File: config.mk
export PLATFORM = sky130hd
export DESIGN_NAME = rotation_angle_estimator_unit_flat
export DESIGN_NICKNAME = d
export VERILOG_FILES = /design/src/rtl/rae_pkg.sv /design/src/rtl/rae_sample_if.sv /design/src/rtl/rae_result_if.sv /design/src/rtl/rotation_angle_estimator_unit.sv /design/src/flat_wrapper.sv
export SDC_FILE = /design/constraint.sdc
export NUM_CORES = 1
export LEC_CHECK = 0
export CORE_ASPECT_RATIO = 0.9
export CORE_MARGIN = 3
export CORE_UTILIZATION = 45
export CTS_CLUSTER_DIAMETER = 60
export CTS_CLUSTER_SIZE = 12
export DETAILED_ROUTE_END_ITERATION = 6
export DONT_BUFFER_PORTS = 1
export SYNTH_ARGS = -nofsm -noshare
export SYNTH_HDL_FRONTEND = slang
export SYNTH_SLANG_ARGS = --single-unit
File: constraint.sdc
create_clock -name clk -period 12.68 [get_ports clk]
set_input_delay 2.536 -clock clk [delete_from_list [all_inputs] [get_ports clk]]
set_output_delay 2.536 -clock clk [all_outputs]
set_load 0.01 [all_outputs]
File: src/rtl/rae_pkg.sv
// Shared types and constants of the rotation angle estimator.
package rae_pkg;

	localparam int unsigned TimeW     = 32;
	localparam int unsigned DistW     = 16;
	localparam int unsigned AngleW    = 18;
	localparam int unsigned OffsetW   = 16;
	localparam int unsigned LockoutW  = 10;
	localparam int unsigned CfgDataW  = 16;
	localparam int unsigned QuotW     = 18;
	localparam int unsigned StepCntW  = 5;

	localparam logic [AngleW-1:0]   AngleMax      = {AngleW{1'b1}};
	localparam logic [LockoutW-1:0] LockoutReset  = 10'd30;
	localparam logic [OffsetW-1:0]  OffsetReset   = 16'd12379;
	localparam logic [StepCntW-1:0] LastStep      = 5'(QuotW - 1);

	typedef enum logic {
		REG_LOCKOUT_MS   = 1'b0,
		REG_ANGLE_OFFSET = 1'b1
	} reg_index_t;

	typedef enum logic {
		MODE_HALL   = 1'b0,
		MODE_SAMPLE = 1'b1
	} item_mode_t;

	typedef enum logic [2:0] {
		ST_IDLE = 3'b001,
		ST_DIV  = 3'b010,
		ST_PUSH = 3'b100
	} rae_state_t;

endpackage

File: src/rtl/rae_sample_if.sv
// Input channel: hall edges and range samples.
interface rae_sample_if;
	import rae_pkg::*;

	logic                valid;
	logic                ready;
	logic                mode;
	logic [TimeW-1:0]    now_ms;
	logic [DistW-1:0]    distance_in;

	modport source (output valid, mode, now_ms, distance_in, input ready);
	modport sink   (input valid, mode, now_ms, distance_in, output ready);
endinterface

File: src/rtl/rae_result_if.sv
// Output channel: angle estimates with their range readings.
interface rae_result_if;
	import rae_pkg::*;

	logic                valid;
	logic                ready;
	logic [AngleW-1:0]   angle;
	logic [DistW-1:0]    distance_out;
	logic                bias_correct;
	logic                period_invalid;

	modport source (output valid, angle, distance_out, bias_correct, period_invalid,
		input ready);
	modport sink   (input valid, angle, distance_out, bias_correct, period_invalid,
		output ready);
endinterface

File: src/rtl/rotation_angle_estimator_unit.sv
// Rotation angle estimator: top level with an iterative restoring divider.
//
// Usage: items arrive on the sample channel (valid/ready). A hall edge item
// (mode 0) with the edge lock clear updates the revolution period and sets
// the lock when transferred; it produces no result. A range sample (mode 1)
// produces one result on the result channel: angle = elapsed * 65536 /
// period + offset, saturated to 18 bits, plus distance, bias-correction
// flag and a flag for a zero period. Registers lockout_ms (index 0) and
// angle_offset (index 1) are written through cfg_we/cfg_index/cfg_data;
// the user must write them only while the block is idle (not enforced).
// Timing: a sample runs one quotient bit per cycle through a single 33-bit
// subtractor in ST_DIV; ST_PUSH then loads the output register once it is
// free and returns to ST_IDLE, where the next item is taken. A zero period
// or an angle known to saturate skips the divider and goes to ST_PUSH.
// The output register lets a new item start while a result waits; a finished
// quotient holds until the receiver takes the previous result.
// Reset (arst_n low) clears state, counters and lock and restores the
// register defaults; no result is pending afterwards.
module rotation_angle_estimator_unit #(
	parameter int unsigned CAL_PERIOD = 200
) (
	input  logic                     clk,
	input  logic                     arst_n,
	rae_sample_if.sink               sample,
	rae_result_if.source             result,
	input  logic                     cfg_we,
	input  logic                     cfg_index,
	input  logic [rae_pkg::CfgDataW-1:0] cfg_data
);
	import rae_pkg::*;

	localparam int unsigned CntW = (CAL_PERIOD > 1) ? $clog2(CAL_PERIOD) : 1;
	localparam logic [CntW-1:0] CntLast = CntW'(CAL_PERIOD - 1);

	rae_state_t              state_q;
	logic [LockoutW-1:0]     lockout_q;
	logic [OffsetW-1:0]      offset_q;
	logic [TimeW-1:0]        last_edge_q;
	logic [TimeW-1:0]        period_q;
	logic                    locked_q;
	logic [CntW-1:0]         sample_cnt_q;

	logic [TimeW-1:0]        rem_q;
	logic [1:0]              low_bits_q;
	logic [QuotW-1:0]        quot_q;
	logic [StepCntW-1:0]     step_q;
	logic                    sat_q;
	logic                    invalid_q;
	logic                    bias_q;
	logic [DistW-1:0]        dist_q;

	logic                    out_valid_q;
	logic [AngleW-1:0]       out_angle_q;
	logic [DistW-1:0]        out_dist_q;
	logic                    out_bias_q;
	logic                    out_invalid_q;

	logic                    in_xfer;
	logic [TimeW-1:0]        elapsed;
	logic                    overflow;
	logic [TimeW:0]          trial;
	logic [TimeW:0]          diff;
	logic                    fits;
	logic [AngleW:0]         sum;
	logic [AngleW-1:0]       angle_final;
	logic                    out_free;

	assign sample.ready = (state_q == ST_IDLE);
	assign in_xfer      = sample.valid && sample.ready;
	assign elapsed      = sample.now_ms - last_edge_q;
	// quotient reaches 2^18 exactly when elapsed >= 4 * period
	assign overflow     = {2'b00, elapsed} >= {period_q, 2'b00};

	// shared subtractor: one quotient bit per step
	assign trial = {rem_q, low_bits_q[1]};
	assign diff  = trial - {1'b0, period_q};
	assign fits  = !diff[TimeW];

	assign sum         = {1'b0, quot_q} + {{(AngleW + 1 - OffsetW){1'b0}}, offset_q};
	assign angle_final = (sat_q || invalid_q || sum[AngleW]) ? AngleMax : sum[AngleW-1:0];
	assign out_free    = !out_valid_q || result.ready;

	assign result.valid          = out_valid_q;
	assign result.angle          = out_angle_q;
	assign result.distance_out   = out_dist_q;
	assign result.bias_correct   = out_bias_q;
	assign result.period_invalid = out_invalid_q;

	always_ff @(posedge clk or negedge arst_n) begin
		if (!arst_n) begin
			lockout_q <= LockoutReset;
			offset_q  <= OffsetReset;
		end else if (cfg_we) begin
			case (reg_index_t'(cfg_index))
				REG_LOCKOUT_MS:   lockout_q <= cfg_data[LockoutW-1:0];
				REG_ANGLE_OFFSET: offset_q  <= cfg_data[OffsetW-1:0];
				default:          ;
			endcase
		end
	end

	always_ff @(posedge clk or negedge arst_n) begin
		if (!arst_n) begin
			state_q      <= ST_IDLE;
			last_edge_q  <= '0;
			period_q     <= '0;
			locked_q     <= 1'b0;
			sample_cnt_q <= '0;
			step_q       <= '0;
			out_valid_q  <= 1'b0;
		end else begin
			if (state_q == ST_PUSH && out_free) begin
				out_valid_q <= 1'b1;
			end else if (result.ready) begin
				out_valid_q <= 1'b0;
			end
			case (state_q)
				ST_IDLE: begin
					if (in_xfer) begin
						if (item_mode_t'(sample.mode) == MODE_HALL) begin
							if (!locked_q) begin
								locked_q    <= 1'b1;
								period_q    <= elapsed;
								last_edge_q <= sample.now_ms;
							end
						end else begin
							sample_cnt_q <= (sample_cnt_q == CntLast) ? '0 : sample_cnt_q + 1'b1;
							if (elapsed >= {{(TimeW - LockoutW){1'b0}}, lockout_q}) begin
								locked_q <= 1'b0;
							end
							step_q  <= '0;
							// skip the divider when the result is already known
							state_q <= (period_q == '0 || overflow) ? ST_PUSH : ST_DIV;
						end
					end
				end
				ST_DIV: begin
					step_q <= step_q + 1'b1;
					if (step_q == LastStep) begin
						state_q <= ST_PUSH;
					end
				end
				ST_PUSH: begin
					if (out_free) begin
						state_q <= ST_IDLE;
					end
				end
				default: state_q <= ST_IDLE;
			endcase
		end
	end

	// datapath: no reset needed
	always_ff @(posedge clk) begin
		case (state_q)
			ST_IDLE: begin
				rem_q      <= {2'b00, elapsed[TimeW-1:2]};
				low_bits_q <= elapsed[1:0];
				quot_q     <= '0;
				sat_q      <= overflow;
				invalid_q  <= (period_q == '0);
				bias_q     <= (sample_cnt_q == '0);
				dist_q     <= sample.distance_in;
			end
			ST_DIV: begin
				rem_q      <= fits ? diff[TimeW-1:0] : trial[TimeW-1:0];
				low_bits_q <= {low_bits_q[0], 1'b0};
				quot_q     <= {quot_q[QuotW-2:0], fits};
			end
			ST_PUSH: begin
				if (out_free) begin
					out_angle_q   <= angle_final;
					out_dist_q    <= dist_q;
					out_bias_q    <= bias_q;
					out_invalid_q <= invalid_q;
				end
			end
			default: ;
		endcase
	end

endmodule
File: src/flat_wrapper.sv
// flat-port wrapper written by rule: the top's interface ports become plain ports
module rotation_angle_estimator_unit_flat import rae_pkg::*;
#(
	parameter int unsigned CAL_PERIOD = 200
)
  (clk, arst_n, cfg_we, cfg_index, cfg_data, sample_valid, sample_mode, sample_now_ms, sample_distance_in, sample_ready, result_valid, result_angle, result_distance_out, result_bias_correct, result_period_invalid, result_ready);
  rae_sample_if sample_i ();
  rae_result_if result_i ();
  input  logic clk;
  input  logic arst_n;
  input  logic cfg_we;
  input  logic cfg_index;
  input  logic [rae_pkg::CfgDataW-1:0] cfg_data;
  input wire logic [$bits(sample_i.valid)-1:0] sample_valid;
  input wire logic [$bits(sample_i.mode)-1:0] sample_mode;
  input wire logic [$bits(sample_i.now_ms)-1:0] sample_now_ms;
  input wire logic [$bits(sample_i.distance_in)-1:0] sample_distance_in;
  output wire logic [$bits(sample_i.ready)-1:0] sample_ready;
  output wire logic [$bits(result_i.valid)-1:0] result_valid;
  output wire logic [$bits(result_i.angle)-1:0] result_angle;
  output wire logic [$bits(result_i.distance_out)-1:0] result_distance_out;
  output wire logic [$bits(result_i.bias_correct)-1:0] result_bias_correct;
  output wire logic [$bits(result_i.period_invalid)-1:0] result_period_invalid;
  input wire logic [$bits(result_i.ready)-1:0] result_ready;
  assign sample_i.valid = sample_valid;
  assign sample_i.mode = sample_mode;
  assign sample_i.now_ms = sample_now_ms;
  assign sample_i.distance_in = sample_distance_in;
  assign sample_ready = sample_i.ready;
  assign result_valid = result_i.valid;
  assign result_angle = result_i.angle;
  assign result_distance_out = result_i.distance_out;
  assign result_bias_correct = result_i.bias_correct;
  assign result_period_invalid = result_i.period_invalid;
  assign result_i.ready = result_ready;
  rotation_angle_estimator_unit #(.CAL_PERIOD(CAL_PERIOD)) u_core (.clk(clk), .arst_n(arst_n), .sample(sample_i), .result(result_i), .cfg_we(cfg_we), .cfg_index(cfg_index), .cfg_data(cfg_data));
endmodule
# Word level (Yosys, flattened, before mapping)
# Index checks and enable logic that the tools add are counted.
# word_totals
reg_bits,215
# classes
add_sub_neg,5
magnitude_cmp,2
eq_ne,10
muxes,18
bitwise_logic,3
n_reduce_logical,20
# op_table
op,n
32-bit case mux with 2 select lines,1
18-bit case mux with 2 select lines,1
32-bit by 34-bit >= comparator with 1-bit output,1
33-bit by 32-bit subtractor with 33-bit output,1
32-bit by 10-bit >= comparator with 1-bit output,1
32-bit zero test,1
32-bit two-way mux,1
32-bit subtractor,1
18-bit by 16-bit adder with 19-bit output,1
3-bit two-way mux,5
5-bit two-way mux,2
5-bit case mux with 2 select lines,1
3-bit case mux with 3 select lines,1
3-bit AND reduction,3
"8-bit by 1-bit adder with 8-bit output, second input constant",1
"8-bit equality test, second input constant",1
8-bit zero test,1
8-bit two-way mux,1
4-bit AND reduction,2
"2-bit by 1-bit inequality test with 1-bit output, second input constant",3
2-bit AND reduction,3
"5-bit by 1-bit adder with 5-bit output, second input constant",1
"5-bit equality test, second input constant",1
1-bit logical OR,4
10 further kinds,19

# Longest topological paths before layout
# Gate-level depths: netlist of run 1.
# depth
word_depth,7
mapped_depth,22

# Worst setup path after synthesis of run 1
# No wires, ideal clock.
# synth_timing
path_type,input port to flip-flop
startpoint,in sample_now_ms[0]
endpoint,reg u_core.state_q[2]
setup_time_ns,0.120
arrival_ns,6.178
required_time_ns,12.560
setup_slack_ns,6.381
cell_stages,20
path_cell_list,inv_1 -> ha_1 -> inv_1 -> fa_1 -> a21o_1 -> a221oi_4 -> o21ai_2 -> o31a_1 -> a31o_1 -> xor2_1 -> ha_1 -> a21o_1 -> a21o_1 -> a21o_1 -> a21o_1 -> a21o_1 -> a21oi_1 -> a2111oi_0 -> o21ai_0 -> nand2_1
# synth_via
elab_chain_cells,7
# synth_lines
item,line,source
from (decl),flat_wrapper.sv:16,input wire logic [$bits(sample_i.now_ms)-1:0] sample_now_ms;
32-bit subtractor,rotation_angle_estimator_unit.sv:70,assign elapsed = sample.now_ms - last_edge_q;
via u_core.elapsed[20],rotation_angle_estimator_unit.sv:59,logic [TimeW-1:0] elapsed;
32-bit by 34-bit >= comparator with 1-bit output,rotation_angle_estimator_unit.sv:72,"assign overflow = {2'b00, elapsed} >= {period_q, 2'b00};"
via u_core.overflow,rotation_angle_estimator_unit.sv:60,logic overflow;
1-bit logical OR,rotation_angle_estimator_unit.sv:133,state_q <= (period_q == '0 || overflow) ? ST_PUSH : ST_DIV;
3-bit two-way mux,rotation_angle_estimator_unit.sv:133,
3-bit two-way mux,rotation_angle_estimator_unit.sv:120,if (item_mode_t'(sample.mode) == MODE_HALL) begin
3-bit two-way mux,rotation_angle_estimator_unit.sv:119,if (in_xfer) begin
3-bit case mux with 3 select lines,rotation_angle_estimator_unit.sv:117,case (state_q)
to (signal assigned),rotation_angle_estimator_unit.sv:133,
to (decl),rotation_angle_estimator_unit.sv:35,rae_state_t state_q;
# The timed path passes the listed nets, and every way through them passes these cells. The select of a mux whose other input is x is not followed.
# A chain may end at the register's enable or synchronous reset.

# Final worst setup path of run 1
# Same ends and word-level chain as after synthesis.

==> results of run 1 <==
-- cell type report --
cell class	count	share of cell area, %
timing repair buffer	6	0.299
clock buffer	38	5.18
tap	396	3.29
inverter	113	2.82
sequential	215	39.4
clock inverter	14	1.10
multi-input combinational	961	47.9
-- critical path: cells and delay by family --
kind / cells / cell delay [ns]
xor+xnor: 1 / 0.30
buf+inv: 3 / 0.29
compound gates: 13 / 2.78
fa+ha+maj: 3 / 0.87
simple gates: 1 / 0.07
-- layout by cell type, fill, tap and decap left out, types with 8 or more instances in the layout --
cell type and instances:
inv_1 113, nand2_1 99, and2_1 24, nor2b_1 14, mux2i_1 29, clkbuf_16 30, and3_1 12, nand3_1 26
edfxtp_1 107, a21oi_1 73, a21o_1 40, clkbuf_1 8, a211oi_1 16, xor2_1 26, ha_1 123, nor2_1 55
dfrtp_1 96, nor3_1 21, o21ai_1 25, nand2b_1 19, o21ai_0 71, xnor2_1 35, nand4_1 16, dfstp_2 12
nor4_1 16, mux2_2 68, or3_1 8, o31ai_1 11, o21a_1 14
-- routing by layer --
metal | routed length (um) | share of wire [%]
met4 | 416 | 1.3
met1 | 15600 | 50
met5 | 0 | 0
met2 | 13600 | 43
met3 | 1760 | 5.6
-- cell families after synthesis --
kind of cell / count (synthesis)
simple gates: 347
compound gates: 328
flops: 215
buf+inv: 147
fa+ha+maj: 126
mux: 98
xor+xnor: 62
-- per-stage QoR --
step	hold slack (ns)	worst slack, ns
floorplan	0.400	6.38
finish	0.417	6.30
detailed placement	0.405	5.76
global route	0.429	6.09
global placement	0.401	5.81
CTS	0.418	6.36
-- how the worst min path moves through the flow --
stage	from	to	slack, ns	depth (start not counted)
6_report	u_core.dist_q[11]	u_core.result.distance_out[11]	0.42	0
5_1_grt	u_core.dist_q[5]	u_core.result.distance_out[5]	0.43	0
2_1_floorplan	u_core.bias_q	u_core.result.bias_correct	0.40	0
3_3_place_gp	u_core.dist_q[3]	u_core.result.distance_out[3]	0.40	0
4_1_cts	u_core.dist_q[11]	u_core.result.distance_out[11]	0.42	0
3_5_place_dp	u_core.dist_q[11]	u_core.result.distance_out[11]	0.40	0
-- registers in the layout, summed over array words and instances, names as in the netlist, 2 cells and up --
| name | flops |
|---|---|
| u_core.rem_q | 32 |
| u_core.period_q | 32 |
| u_core.last_edge_q | 32 |
| u_core.offset_q | 16 |
| u_core.quot_q | 18 |
| u_core.sample_cnt_q | 8 |
| u_core.result.distance_out | 16 |
| u_core.step_q | 5 |
| u_core.dist_q | 16 |
| u_core.state_q | 3 |
| u_core.lockout_q | 10 |
| u_core.low_bits_q | 2 |
| u_core.result.angle | 18 |
==> impl_metrics.py, run 1 <==
metrics = {
    "outcome": {
        "status": "finished clean",
    },
    "sta": {
        "finalClockSkew_ns": 0.0154,
        "max_slew_margin_pct": 28.9,
        "post-route-period-util_pct": 50.3,
        "finalSetupTns_ns": 0,
        "max_slew.worst_pin.slew_ns": 1.07,
        "rsz0062_at_grt": "false",
        "drv_slew": 0,
        "setup_viol": 0,
        "fin_crit_ns": 6.38,
        "hold_viol": 0,
        "fmax_mhz": 157,
    },
    "route": {
        "drt_pre_antenna_iters": 5,
        "drc": 0,
        "drtIter0Drc": 517,
        "wire_per_inst_um": 18.0,
        "drtAntennaViolNets": 0,
        "wl_mm": 31.4,
        "viasPerCell": 5.61,
        "via_count": 9776,
    },
    "grt": {
        "grt_antenna_before_repair": 0,
        "use_met1_pct": 29.0,
        "use_met2_pct": 29.9,
        "gr-usage-met3_pct": 3.51,
        "grtUsageTotal_pct": 19.4,
        "grt_pass1_wl_mm": 51.4,
        "grt-busiest-layer": "met2",
        "grt-ovfl-total": 0,
        "grt_pass1_vias": 9579,
        "grt_max_degree": 109,
    },
    "floorplan": {
        "io_pins": 109,
        "core_area_sq_mm": 0.0295,
        "die_area_sq_mm": 0.0326,
        "fp-row-count": 59,
        "start_util_pct": 46.6,
        "fp.dieW_um": 190,
        "die_y_um": 172,
    },
    "synth": {
        "synth_area_leaders": "edfxtp_1 23%, dfrtp_1 18%, ha_1 11%",
        "synth_top_family_by_area": "compound AO/OA/AOI/OAI gates",
        "synth_top_area_share_pct": 23.4,
        "synth-xor-area-share_pct": 4.10,
        "synthSimpleGateAreaFrac_pct": 13.1,
        "synth-compound-area-share_pct": 15.8,
        "yosysTopAreaCell": "edfxtp_1",
        "yosysMostFrequentCell": "ha_1",
        "synth_edf_count": 107,
        "synth_adder_area_share_pct": 11.7,
        "ys_ff_latch": 215,
        "synth_cell_types": 86,
        "yosysSeqAreaShare_pct": 43.2,
        "synth.cells.most_frequent": "123 x ha_1, 113 x inv_1, 107 x edfxtp_1",
        "synth_area_per_cell_sq_um": 10.4,
        "yosysWarningCount": 0,
        "synthCells": 1323,
        "synth.area.mux_share_pct": 7.81,
        "synthArstFlopShare_pct": 50.2,
        "syn_nets": 1520,
        "synth_area_sq_mm": 0.0137,
        "ys.flop_type": "edfxtp_1",
    },
    "place": {
        "dp_cells": 1691,
        "routabilityCongestion": 0.867,
        "portBuffers": 0,
        "place_area_sq_mm": 0.0141,
        "hpwl_mm": 23.3,
    },
    "critical_path": {
        "crit_type": "in2reg",
        "critPathMaxFanout": 5,
        "start_kind": "input pin",
        "path_cells": "inv_1, ha_1, inv_1, fa_1, a21o_1, a221oi_4, o21ai_2, o31a_1, a31o_1, xor2_1, ha_1, a21o_1, a21o_1, a21o_1, a21o_1, a21o_1, a21oi_1, a2111oi_0, buf_4, o21ai_0, nand2_1",
        "worst_setup_path_end_kind": "flop",
        "crit_end": "u_core.state_q[2]",
        "crit_path_frequent_cell": "a21o_1",
        "max_stage_delay_ns": 0.44,
        "worstPathRequired_ns": 13.13,
        "regToRegSetupSlack_ns": 7.98,
        "cpMaxStageDelayCell": "a221oi_4",
        "worstReg2RegStart": "u_core.last_edge_q[4]",
        "critPathArrivalTime_ns": 6.83,
        "reg2reg_to": "u_core.state_q[2]",
        "reg2regPathDepth": 21,
        "setup.worst_path.start": "sample_now_ms[0]",
    },
    "final_layout": {
        "multiInputGateArea_sq_mm": 0.00722,
        "n_fill_cell": 2693,
        "fin_cells": 1743,
        "post-route-util_pct": 51.1,
        "area_delta_synth_final_pct": 9.83,
        "nNetsFinal": 1522,
        "drive_gt1_share_pct": 12.4,
        "design_area_sq_mm": 0.0151,
        "seq_area_sq_mm": 0.00593,
        "diodes": 0,
    },
    "clocking": {
        "clk_pin_slew_ns": 0.06,
        "clock_sinks": 215,
        "cts_buffers": 28,
        "clk_latency_ns": 0.56,
        "cts_root_buf": "clkbuf_16",
        "cts_resized": 0,
        "cts_hold_buf": 0,
        "htree_levels": 1,
        "clockBufferDepth": 3,
        "cts_tree": "yes",
        "cts_setup_buffers": 0,
    },
    "run": {
        "maxCapViolations": 0,
    },
    "hold_path": {
        "hold_path.class": "reg2reg",
    },
}
Power of run 1 is left out: the tool's default activity adds up to more than one toggle a clock period on the data nets, which glitch-free logic cannot reach.
==> run 2, diff against run 1 <==
ABC_AREA = 1   (was not set)
clock period = 6.09 ns   (was 12.68 ns; I/O delays follow)
==> run 2 against run 1 <==
Against the previous run: global-route usage grew 1.7 points; critical path depth is the same; final cell count grew 39%; hold slack got worse by 0.053 ns; via count grew 24%; clock skew grew 0.0065 ns; utilization down 0.85 points; setup slack lost 4.1 ns; largest cell class unchanged.
==> impl_metrics.py, run 2 <==
metrics = {
    "outcome": {
        "status": "finished clean",
    },
    "sta": {
        "fin_crit_ns": 3.86,
        "max_slew_margin_pct": 33.2,
        "fmax_mhz": 259,
        "hold_viol": 0,
        "hold_ws_ns": 0.364,
        "post-route-period-util_pct": 63.3,
        "finalClockSkew_ns": 0.0219,
        "rsz0062_at_grt": "false",
        "setup_viol": 0,
        "max_slew.worst_pin.slew_ns": 0.999,
        "finalSetupTns_ns": 0,
        "drv_slew": 0,
    },
    "synth": {
        "synthCells": 1978,
        "synth_edf_count": 107,
        "yosysMostFrequentCell": "nand2_1",
        "ys_ff_latch": 215,
        "synth_area_per_cell_sq_um": 7.54,
        "yosysSeqAreaShare_pct": 39.8,
        "synth_top_area_share_pct": 21.5,
        "yosysTopAreaCell": "edfxtp_1",
        "synth_cell_types": 52,
        "synth_area_sq_mm": 0.0149,
        "yosysWarningCount": 0,
        "synth.cells.most_frequent": "602 x nand2_1, 357 x inv_1, 139 x nor2_1",
        "syn_nets": 2175,
        "synthArstFlopShare_pct": 50.2,
        "ys.flop_type": "edfxtp_1",
        "synth_area_leaders": "edfxtp_1 22%, dfrtp_1 16%, nand2_1 15%",
    },
    "floorplan": {
        "die_area_sq_mm": 0.0354,
        "die_y_um": 179,
        "io_pins": 109,
        "fp.dieW_um": 198,
        "fp-row-count": 62,
        "start_util_pct": 46.2,
        "core_area_sq_mm": 0.0323,
    },
    "place": {
        "routabilityCongestion": 0.937,
        "dp_cells": 2366,
        "portBuffers": 0,
        "hpwl_mm": 28.2,
    },
    "clocking": {
        "clk_pin_slew_ns": 0.06,
        "cts_setup_buffers": 0,
        "cts_hold_buf": 0,
        "cts_buffers": 27,
        "htree_levels": 1,
        "clockBufferDepth": 3,
        "cts_root_buf": "clkbuf_16",
        "cts_tree": "yes",
        "clk_latency_ns": 0.57,
        "clock_sinks": 215,
        "cts_resized": 0,
    },
    "final_layout": {
        "diodes": 0,
        "nNetsFinal": 2176,
        "multiInputGateArea_sq_mm": 0.00749,
        "area_delta_synth_final_pct": 8.82,
        "drive_gt1_share_pct": 5.65,
        "final_cell_mix": "601 x nand2_1, 357 x inv_1, 138 x nor2_1",
        "seq_area_sq_mm": 0.00593,
        "n_fill_cell": 3218,
        "reg.largest.list": "u_core.last_edge_q x32, u_core.period_q x32, u_core.rem_q x32",
        "fin_cells": 2416,
        "mostFrequentLayoutCell": "nand2_1",
    },
    "run": {
        "maxCapViolations": 0,
    },
    "grt": {
        "grt_pass1_vias": 11900,
        "grtUsageTotal_pct": 21.1,
        "grt_antenna_before_repair": 2,
        "grt_pass1_wl_mm": 60.6,
        "grt-ovfl-total": 0,
        "grt_max_degree": 109,
    },
    "route": {
        "wl_mm": 36.7,
        "drtIter0Drc": 707,
        "viasPerCell": 5.02,
        "drc": 0,
        "via_count": 12100,
        "drtAntennaViolNets": 0,
        "wire_per_inst_um": 15.2,
        "drt_pre_antenna_iters": 4,
    },
    "critical_path": {
        "worst_setup_path_end_kind": "flop",
        "start_kind": "input pin",
        "critPathArrivalTime_ns": 4.30,
        "critPathMaxFanout": 4,
        "crit_type": "in2reg",
        "reg2regPathDepth": 19,
        "worstPathRequired_ns": 6.53,
    },
    "hold_path": {
        "hold_path.class": "in2async",
    },
}
[run 2: cell count changes in the layout (fill, tap and decap cells not counted), sizes merged, moves of 19 or more]
cell / change
and2: -21
nand3: +69
nor2: +83
inv: +247
mux2: -63
a21o: -35
o21ai: +35
nand2: +518
mux2i: -29
nand2b: -19
[run 2: cells by family after synthesis]
kind of cell / share of synthesized area [%]
simple gates: 26.4
mux: 0.453
xor+xnor: 2.88
fa+ha+maj: 10.7
compound gates: 9.55
buf+inv: 10.2
flops: 39.8
[run 2: cell type report]
type	instances	share of cell area [%]
Sequential cell	215	36.5
Multi-Input combinational cell	1368	46.1
Clock inverter	12	0.763
Tap cell	416	3.21
Timing Repair Buffer	5	0.231
Inverter	362	8.37
Clock buffer	38	4.74
[run 2: per-layer routing]
layer  part of all wire [%]  vias to the layer above  GRT usage [%]
met4                    1.9                        0           4.33
met2                     45                      233           35.7
met5                      0                        -              0
met3                    4.3                       43           3.23
met1                     49                     5522           29.0
li1                       -                     6342              -
[run 2: final timing paths]
check | start | end | slack (ns)
max in group asynchronous | arst_n | u_core.offset_q[3] | 5.40
max | sample_now_ms[0] | u_core.state_q[2] | 2.23
max reg2reg | u_core.last_edge_q[7] | u_core.state_q[1] | 2.62
min reg2reg | u_core.dist_q[5] | u_core.result.distance_out[5] | 0.42
min in group clk | u_core.dist_q[5] | u_core.result.distance_out[5] | 0.42
min | arst_n | u_core.period_q[30] | 0.36
[run 2: through the flow]
step	worst slack, ns	instance area (sq um)	utilization, %
4_1_cts	2.30	16200	50.3
5_1_grt	1.94	16200	50.3
2_1_floorplan	2.32	14900	-
6_report	2.23	16200	50.3
3_5_place_dp	1.70	15300	47.5
3_3_place_gp	1.73	15300	47.5
[run 2: worst max-delay path: stages]
cell,delay [ns]
inv_1,0.08
ha_1,0.15
inv_1,0.08
fa_1,0.44
nand3_1,0.11
nand3_1,0.14
nand3_1,0.12
nand3_1,0.15
nand2_1,0.14
nand3_1,0.09
nand2_1,0.12
inv_1,0.07
ha_1,0.27
nand2_1,0.11
nor2_1,0.06
a211oi_1,0.18
o22ai_1,0.12
a21oi_1,0.19
nand4_1,0.28
nand2_1,0.13
nand2_1,0.05
Power of run 2 is left out for the same reason.
==> run 3, diff against run 2 <==
clock period = 3.3 ns   (was 6.09 ns; I/O delays follow)
==> run 3 against run 2 <==
Against the previous run: the flow now finishes with violations (negative hold slack); largest cell class unchanged; global-route usage fell by 0.096 points; die area stayed put; critical path type is now reg2reg; flip-flop and latch count unchanged; clock skew rose by 0.012 ns; routed wire length rose by 3.6%; register-to-register slack got worse by 2.6 ns; setup slack worse by 2.2 ns; hold slack worse by 0.39 ns; non-clock buffer count grew 145.
==> impl_metrics.py, run 3 (same netlist as run 2, synthesis figures left out) <==
metrics = {
    "grt": {
        "grt_pass1_wl_mm": 60.7,
        "grt_antenna_before_repair": 0,
        "grtUsageTotal_pct": 21.0,
        "grt_max_degree": 109,
        "grt_pass1_vias": 12300,
        "grt-ovfl-total": 0,
    },
    "clocking": {
        "clock_sinks": 215,
        "cts_buffers": 25,
        "htree_levels": 1,
        "cts_tree": "yes",
        "clk_latency_ns": 0.57,
        "cts_root_buf": "clkbuf_16",
        "clockBufferDepth": 3,
        "clk_pin_slew_ns": 0.06,
    },
    "final_layout": {
        "diodes": 0,
        "nNetsFinal": 2319,
        "design_area_sq_mm": 0.0179,
        "drive_gt1_share_pct": 17.0,
        "final_cell_mix": "571 x nand2_1, 346 x inv_1, 146 x buf_4",
        "area_delta_synth_final_pct": 20.4,
        "reg.largest.list": "u_core.last_edge_q x32, u_core.period_q x32, u_core.rem_q x32",
        "mostFrequentLayoutCell": "nand2_1",
    },
    "place": {
        "routabilityCongestion": 0.946,
        "hpwl_mm": 29.1,
        "place_area_sq_mm": 0.0163,
        "portBuffers": 0,
    },
    "critical_path": {
        "worstPathRequired_ns": 3.72,
        "crit_type": "reg2reg",
        "critPathArrivalTime_ns": 3.67,
        "start_kind": "flop",
        "critPathMaxFanout": 3,
        "worst_setup_path_end_kind": "flop",
    },
    "floorplan": {
        "start_util_pct": 46.2,
        "io_pins": 109,
        "die_y_um": 179,
        "fp.dieW_um": 198,
        "die_area_sq_mm": 0.0354,
        "core_area_sq_mm": 0.0323,
        "fp-row-count": 62,
    },
    "route": {
        "via_count": 12800,
        "wl_mm": 38.1,
        "drtAntennaViolNets": 0,
        "viasPerCell": 4.99,
        "drtIter0Drc": 745,
        "drt_pre_antenna_iters": 5,
        "wire_per_inst_um": 14.9,
        "drc": 0,
    },
    "sta": {
        "max_slew_margin_pct": 40.1,
        "drv_slew": 0,
        "fmax_mhz": 308,
        "fin_crit_ns": 3.25,
        "max_slew.worst_pin.slew_ns": 0.896,
        "hold_ws_ns": -0.0271,
        "rsz0062_at_grt": "true",
        "hold_viol": 9,
        "finalClockSkew_ns": 0.0335,
        "post-route-period-util_pct": 98.4,
        "setup_viol": 0,
    },
    "run": {
        "maxCapViolations": 0,
    },
    "outcome": {
        "status": "complete, but fails checks",
        "violations": "negative hold slack",
    },
    "hold_path": {
        "hold_path.class": "in2async",
    },
}
## run 3: metal layers
metal / GRT usage (%) / wire (um) / vias to the layer above
met1: 29.1 / 17800 / 5793
met5: 0 / 0 / -
met2: 35.4 / 17400 / 314
met4: 4.78 / 920 / 0
li1: - / - / 6605
met3: 2.93 / 1940 / 60
## run 3: path summary, 6_finish.rpt
check,start,to,slack (ns),cells after the start
setup / recovery,u_core.last_edge_q[0],u_core.state_q[2],0.05,21
hold / removal,arst_n,u_core.period_q[30],-0.03,1
setup reg to reg,u_core.last_edge_q[0],u_core.state_q[2],0.05,21
hold reg to reg,u_core.dist_q[14],u_core.result.distance_out[14],0.41,0
max in group asynchronous,arst_n,u_core.result.valid,2.73,1
min in group clk,sample_distance_in[1],u_core.dist_q[1],0.21,0
## run 3: final cells by class
type	instances	area, sq um
tap	416	520
sequential	215	5930
clock inverter	11	111
fill	3017	14300
inverter	362	1360
timing repair buffer	150	1170
multi-input combinational	1368	8200
clock buffer	35	663
## run 3: critical path, stage by stage, from the launching register on
cell,delay (ns)
dfrtp_1,0.34
ha_1,0.16
inv_2,0.05
fa_2,0.36
nand3_2,0.09
nand3_2,0.08
nand3_2,0.09
nand3_2,0.12
buf_4,0.16
nand2_1,0.07
nand3_1,0.09
nand2_2,0.09
inv_1,0.06
ha_1,0.27
nand2_1,0.08
nor2_1,0.05
a211oi_1,0.17
o22ai_1,0.15
a21oi_2,0.21
nand4_1,0.22
nand2_1,0.13
nand2_1,0.06
## run 3: what timing repair did
| action | CTS | global route |
|---|---|---|
| endpoints found under the hold margin | 108 | 0 |
| hold buffers | 1 | 0 |
| cloned | 0 | 0 |
| pin swaps | 1 | 32 |
| gates resized for setup | 9 | 130 |
| setup endpoints to repair | 4 | 4 |
| buffers inserted | 0 | 13 |
## run 3: metrics by stage
stage	TNS (ns)	setup WS [ns]	hold WS, ns	std cells	util [%]
after CTS	0	0.0133	0.0512	2544	53.2
after detailed placement	-1.95	-0.519	0.377	2497	50.6
after global routing	-0.429	-0.153	0.0841	2557	55.6
final	0	0.0536	-0.0271	2557	55.6
after global placement	-1.64	-0.430	0.378	2497	50.6
after floorplan	0	0.0831	0.364	1978	-
Power of run 3 is left out for the same reason.
